File: config.mk
export PLATFORM = sky130hd
export DESIGN_NAME = btc_div
export DESIGN_NICKNAME = d
export VERILOG_FILES = /design/src/design/btc_pkg.sv /design/src/design/btc_div.sv
export SDC_FILE = /design/constraint.sdc
export NUM_CORES = 2
export LEC_CHECK = 0
export BUFFER_PORTS_ARGS = -buffer_cell sky130_fd_sc_hd__buf_2
export CAP_MARGIN = 20
export CORE_UTILIZATION = 40
export CTS_BUF_LIST = sky130_fd_sc_hd__clkbuf_2 sky130_fd_sc_hd__clkbuf_4 sky130_fd_sc_hd__clkbuf_8
export DETAILED_ROUTE_END_ITERATION = 10
export GPL_ROUTABILITY_DRIVEN = 0
export SLEW_MARGIN = 20
export SYNTH_ARGS = -nofsm -noshare
export SYNTH_HDL_FRONTEND = slang
export SYNTH_SLANG_ARGS = --single-unit
File: constraint.sdc
create_clock -name clock -period 4.15 [get_ports clock]
set_clock_uncertainty 0.1 [all_clocks]
set_input_delay 1.245 -clock clock [delete_from_list [all_inputs] [get_ports clock]]
set_output_delay 1.245 -clock clock [all_outputs]
set_load 0.02 [all_outputs]
File: src/design/btc_pkg.sv
// Shared types and constants for the barometric compensation pipeline.
package btc_pkg;

   localparam int DIV_W     = 32;
   localparam int UP_W      = 19;
   localparam int CSR_IDX_W = 4;
   localparam int LATENCY   = 2 * DIV_W + 11;

   localparam logic [CSR_IDX_W-1:0] REG_AC1     = 4'd0;
   localparam logic [CSR_IDX_W-1:0] REG_AC2     = 4'd1;
   localparam logic [CSR_IDX_W-1:0] REG_AC3     = 4'd2;
   localparam logic [CSR_IDX_W-1:0] REG_AC4     = 4'd3;
   localparam logic [CSR_IDX_W-1:0] REG_AC5_AC6 = 4'd4;
   localparam logic [CSR_IDX_W-1:0] REG_B1_B2   = 4'd5;
   localparam logic [CSR_IDX_W-1:0] REG_MC_MD   = 4'd6;
   localparam logic [CSR_IDX_W-1:0] REG_OSS     = 4'd7;

   localparam logic [31:0] B6_OFFSET  = 32'd4000;
   localparam logic [31:0] B4_OFFSET  = 32'd32768;
   localparam logic [31:0] B7_SCALE   = 32'd50000;
   localparam logic [31:0] P_COEF_SQ  = 32'd3038;
   localparam logic [31:0] P_COEF_LIN = 32'hFFFF_E343;
   localparam logic [31:0] P_OFFSET   = 32'd3791;

   typedef struct packed {
      logic [15:0] raw_temperature;
      logic [23:0] raw_pressure;
   } req_type;

   typedef struct packed {
      logic signed [15:0] temperature_decidegrees;
      logic signed [31:0] pressure_pa;
      logic               divide_error;
   } rsp_type;

   typedef struct packed {
      logic [15:0] ac1;
      logic [15:0] ac2;
      logic [15:0] ac3;
      logic [15:0] ac4;
      logic [31:0] ac5_ac6;
      logic [31:0] b1_b2;
      logic [31:0] mc_md;
      logic [1:0]  oss;
   } cal_type;

   typedef struct packed {
      logic            valid;
      logic [31:0]     b6;
      logic [UP_W-1:0] up;
      logic [15:0]     temp;
      logic            err;
   } mid_in_type;

   typedef struct packed {
      logic        valid;
      logic [31:0] b7;
      logic [31:0] b4;
      logic [15:0] temp;
      logic        err;
   } mid_out_type;

endpackage

File: src/design/btc_div.sv
// Pipelined unsigned restoring divider, one quotient bit per stage.
module btc_div #(
   parameter int PAYLOAD_W = 8
) (
   input  logic                      clock,
   input  logic                      reset,
   input  logic                      in_valid,
   input  logic [btc_pkg::DIV_W-1:0] in_dividend,
   input  logic [btc_pkg::DIV_W-1:0] in_divisor,
   input  logic [PAYLOAD_W-1:0]      in_payload,
   output logic                      out_valid,
   output logic [btc_pkg::DIV_W-1:0] out_quotient,
   output logic [PAYLOAD_W-1:0]      out_payload
);

   localparam int W = btc_pkg::DIV_W;

   logic [W-1:0]         rem_ff [0:W-1];
   logic [W-1:0]         num_ff [0:W-1];
   logic [W-1:0]         den_ff [0:W-1];
   logic                 val_ff [0:W-1];
   logic [PAYLOAD_W-1:0] pl_ff  [0:W-1];

   logic [W-1:0]         rem_src [0:W-1];
   logic [W-1:0]         num_src [0:W-1];
   logic [W-1:0]         den_src [0:W-1];
   logic                 val_src [0:W-1];
   logic [PAYLOAD_W-1:0] pl_src  [0:W-1];

   for (genvar i = 0; i < W; i++) begin : g_stage
      logic [W:0]   trial;
      logic [W:0]   diff;
      logic         ge;
      logic [W-1:0] rem_in;
      logic [W-1:0] num_in;

      if (i == 0) begin : g_first
         assign rem_src[i] = '0;
         assign num_src[i] = in_dividend;
         assign den_src[i] = in_divisor;
         assign val_src[i] = in_valid;
         assign pl_src[i]  = in_payload;
      end else begin : g_next
         assign rem_src[i] = rem_ff[i-1];
         assign num_src[i] = num_ff[i-1];
         assign den_src[i] = den_ff[i-1];
         assign val_src[i] = val_ff[i-1];
         assign pl_src[i]  = pl_ff[i-1];
      end

      always_comb begin
         trial  = {rem_src[i], num_src[i][W-1]};
         diff   = trial - {1'b0, den_src[i]};
         ge     = (trial >= {1'b0, den_src[i]});
         rem_in = ge ? diff[W-1:0] : trial[W-1:0];
         num_in = {num_src[i][W-2:0], ge};
      end

      always_ff @(posedge clock) begin
         if (reset) begin
            val_ff[i] <= 1'b0;
         end else begin
            val_ff[i] <= val_src[i];
         end
         rem_ff[i] <= rem_in;
         num_ff[i] <= num_in;
         den_ff[i] <= den_src[i];
         pl_ff[i]  <= pl_src[i];
      end
   end

   assign out_valid    = val_ff[W-1];
   assign out_quotient = num_ff[W-1];
   assign out_payload  = pl_ff[W-1];

endmodule

==> results.sh <==
export IMPL_status="complete, no violations"
export IMPL_clk_pin_slew_ns=0.06
export IMPL_crit_required_ns=5.14
export IMPL_drv_cap=0
export IMPL_rsz0062_at_grt="false"
export IMPL_synth_simple_area_share_pct=9.67
export IMPL_async_flop_share_pct=0
export IMPL_min_period_ns=3.97
export IMPL_cts_tree="built"
export IMPL_pin_count=116
export IMPL_vias_per_cell=4.90
export IMPL_vdd_drop_max_uv=386
export IMPL_ys_types=87
export IMPL_ys_warn_count=0
export IMPL_setup_viol=0
export IMPL_synth_area_mux_share_pct=3.58
export IMPL_worst_pin_slew_ns=0.745
export IMPL_layout_commonest_cell="dfxtp_1"
export IMPL_r2r_start="den_ff[0][97]"
export IMPL_cts_sinks=3296
export IMPL_synth_compound_area_share_pct=15.6
export IMPL_synthAdderAreaFrac_pct=10.1
export IMPL_row_count=208
export IMPL_hold_depth=1
export IMPL_antenna_found_initial=9
export IMPL_arrival_ns=4.95
export IMPL_hold_viol_final=0
export IMPL_initial_core_util_pct=40.2
export IMPL_grt_pass1_wl_um=466000
export IMPL_clockRootBuffer="clkbuf_8"
export IMPL_synth_top_family_by_area="compound AO/OA/AOI/OAI gates"
export IMPL_power_switching_mw=22.2
export IMPL_design_area_um2=149000
export IMPL_power_internal_mw=58.6
export IMPL_ys_flop_type="dfxtp_1"
export IMPL_combPwrFrac_pct=17.7
export IMPL_synth_edf_count=0
export IMPL_r2r_end="rem_ff[0][128]"
export IMPL_synth_cells=13000
export IMPL_clockBufferDepth=4
export IMPL_dr_pass1_iters=8
export IMPL_yosysSeqAreaShare_pct=51.1
export IMPL_final_nets=14600
export IMPL_yosys_register_bits=3296
export IMPL_fin_total_pwr_mw=80.9
export IMPL_synth_nets=14100
export IMPL_drt_antenna_violating_nets=0
export IMPL_drtIter0Drc=4856
export IMPL_io_buffers=115
export IMPL_grt_max_degree=63
export IMPL_die_x_um=570
export IMPL_seqPwrFrac_pct=43.7
export IMPL_cts_buffers=556
export IMPL_fmax_mhz=252
export IMPL_drive_above_1_share_pct=12.0
export IMPL_layout_common_cells="dfxtp_1 (3,296), inv_1 (1,220), ha_1 (994)"
export IMPL_synth_xor_area_share_pct=5.40
export IMPL_path_max_fanout=53
export IMPL_placed_cell_area_um2=136000
export IMPL_hold_class="in2reg"
export IMPL_power_static_leakage_nw=69.7
export IMPL_p_sw_share_pct=27.5
export IMPL_min_to="num_ff[0][5]"
export IMPL_route_detailed_drc=0
export IMPL_grt_total_usage_pct=17.8
export IMPL_vias=89400
export IMPL_core_um2=321000
export IMPL_worstHoldStart="in_dividend[4]"
export IMPL_grt_pass1_vias=87400
export IMPL_syn_avg_cell_area_um2=9.97
export IMPL_syn_area_um2=129000
export IMPL_rrSetupSlack_ns=0.18
export IMPL_timing_final_crit_share_pct=95.6
export IMPL_area_delta_synth_final_pct=15.0
export IMPL_routed_wirelength_um=300000
export IMPL_hpwlAfterDp_um=227000
export IMPL_powerDensity_nw_per_um2=545
export IMPL_die_area_um2=325000
export IMPL_die_h_um=570
export IMPL_relSlewSlack_pct=50.4
export IMPL_rr_worst_depth=13
export IMPL_clk_latency_ns=1.17
export IMPL_htreeDepth=6
export IMPL_grt_remaining_overflow=0
export IMPL_worstSetupPathType="reg2reg"
export IMPL_startpoint_type="flip-flop"
export IMPL_post_drt_wl_per_cell_um=16.4
export IMPL_final_max_slew_viol_count=0
export IMPL_clock_power_share_pct=38.6
export IMPL_setup_tns_ns=0
export IMPL_cp_end_kind="flip-flop"
export IMPL_fin_util_pct=46.2
==> cells in the mapped netlist, types with 192 or more instances <==
library cell	number	area share [%]
dfxtp_1	3296	51
inv_1	1220	3.5
ha_1	994	9.6
a21oi_1	980	3.8
nand2_1	888	2.6
o21ai_0	795	3.1
nor2_1	656	1.9
a21o_1	521	3.0
xnor2_1	467	3.2
mux2_2	343	3.0
xor2_1	330	2.2
clkbuf_1	278	0.81
nor2b_1	195	0.94
nand3_1	192	0.74
==> repair_timing <==
action,CTS,global route
gates resized for setup,0,8
endpoints found under the hold margin,51,0
hold buffers,51,0
setup buffers,0,4
endpoints found under the setup margin,0,87
==> area by class of cell <==
type / instances / area [um^2]
Multi-Input combinational cell: 8118 / 57500
Timing Repair Buffer: 338 / 2710
Inverter: 1221 / 4580
Fill cell: 30500 / 173000
Clock inverter: 164 / 1990
Tap cell: 4305 / 5390
Sequential cell: 3296 / 66000
Antenna cell: 15 / 37.5
Clock buffer: 801 / 10300
==> layer usage <==
metal	up-vias	GRT usage [%]	share of wire, %
met3	635	2.82	4.2
li1	45800	-	-
met4	2	7.69	3.9
met1	41100	21.9	44
met5	-	0	0.0047
met2	1873	30.8	48
==> sequential cells by signal (all words and copies together) (netlist names) <==
signal  flops
pl_ff     256
val_ff     32
den_ff    992
num_ff   1024
rem_ff    992
==> power by group through the flow <==
stage	Sequential, mW	Combinational, mW	Clock (mW)
final	35.3	14.3	31.2
after detailed placement	36.0	14.1	0
after CTS	35.3	14.3	32.4
after global routing	35.5	16.0	33.9
after global placement	36.0	14.1	0
after floorplan	35.3	11.2	0
==> kinds of logic (layout without fill, tap and decap cells) <==
kind of cell             after synthesis  in the layout
flip-flops                          3296           3296
AO/OA/AOI/OAI                       3223           3223
AND/OR/NAND/NOR                     2658           2658
buffers and inverters               1547           2524
adder cells (fa/ha/maj)             1024           1024
XOR/XNOR                             797            797
multiplexers                         416            416
other                                  0             15
==> critical path: stages, from the launching register on <==
cell and delay, ns:
dfxtp_1 0.44, inv_1 0.07, ha_1 0.30, nor2b_1 0.15, o31a_1 0.31, o311a_1 0.40
o211ai_1 0.31, o211ai_1 0.21, nand3_1 0.18, a31oi_1 0.15, o41ai_2 0.46, buf_12 0.28
mux2i_1 0.31, buf_4 0.19
==> how the worst max path moves through the flow <==
stage,startpoint,endpoint,slack (ns),cells past startpoint
4_1_cts,den_ff[1][417],rem_ff[1][470],0.13,14
3_3_place_gp,den_ff[1][417],rem_ff[1][451],0.20,14
2_1_floorplan,den_ff[0][289],rem_ff[0][342],0.47,14
5_1_grt,den_ff[0][97],rem_ff[0][128],0.01,13
6_report,den_ff[0][97],rem_ff[0][128],0.18,13
3_5_place_dp,den_ff[1][417],rem_ff[1][470],0.15,14
==> stage by stage <==
step                      std cells  hold slack (ns)  setup WS, ns
after global placement        17200            0.210         0.201
after global routing          18300           0.0353        0.0101
after floorplan               13000            0.210         0.468
after detailed placement      17200            0.212         0.150
final                         18300            0.126         0.185
after CTS                     18200          0.00126         0.130
Note: power is estimated with default switching activity, not from simulation.
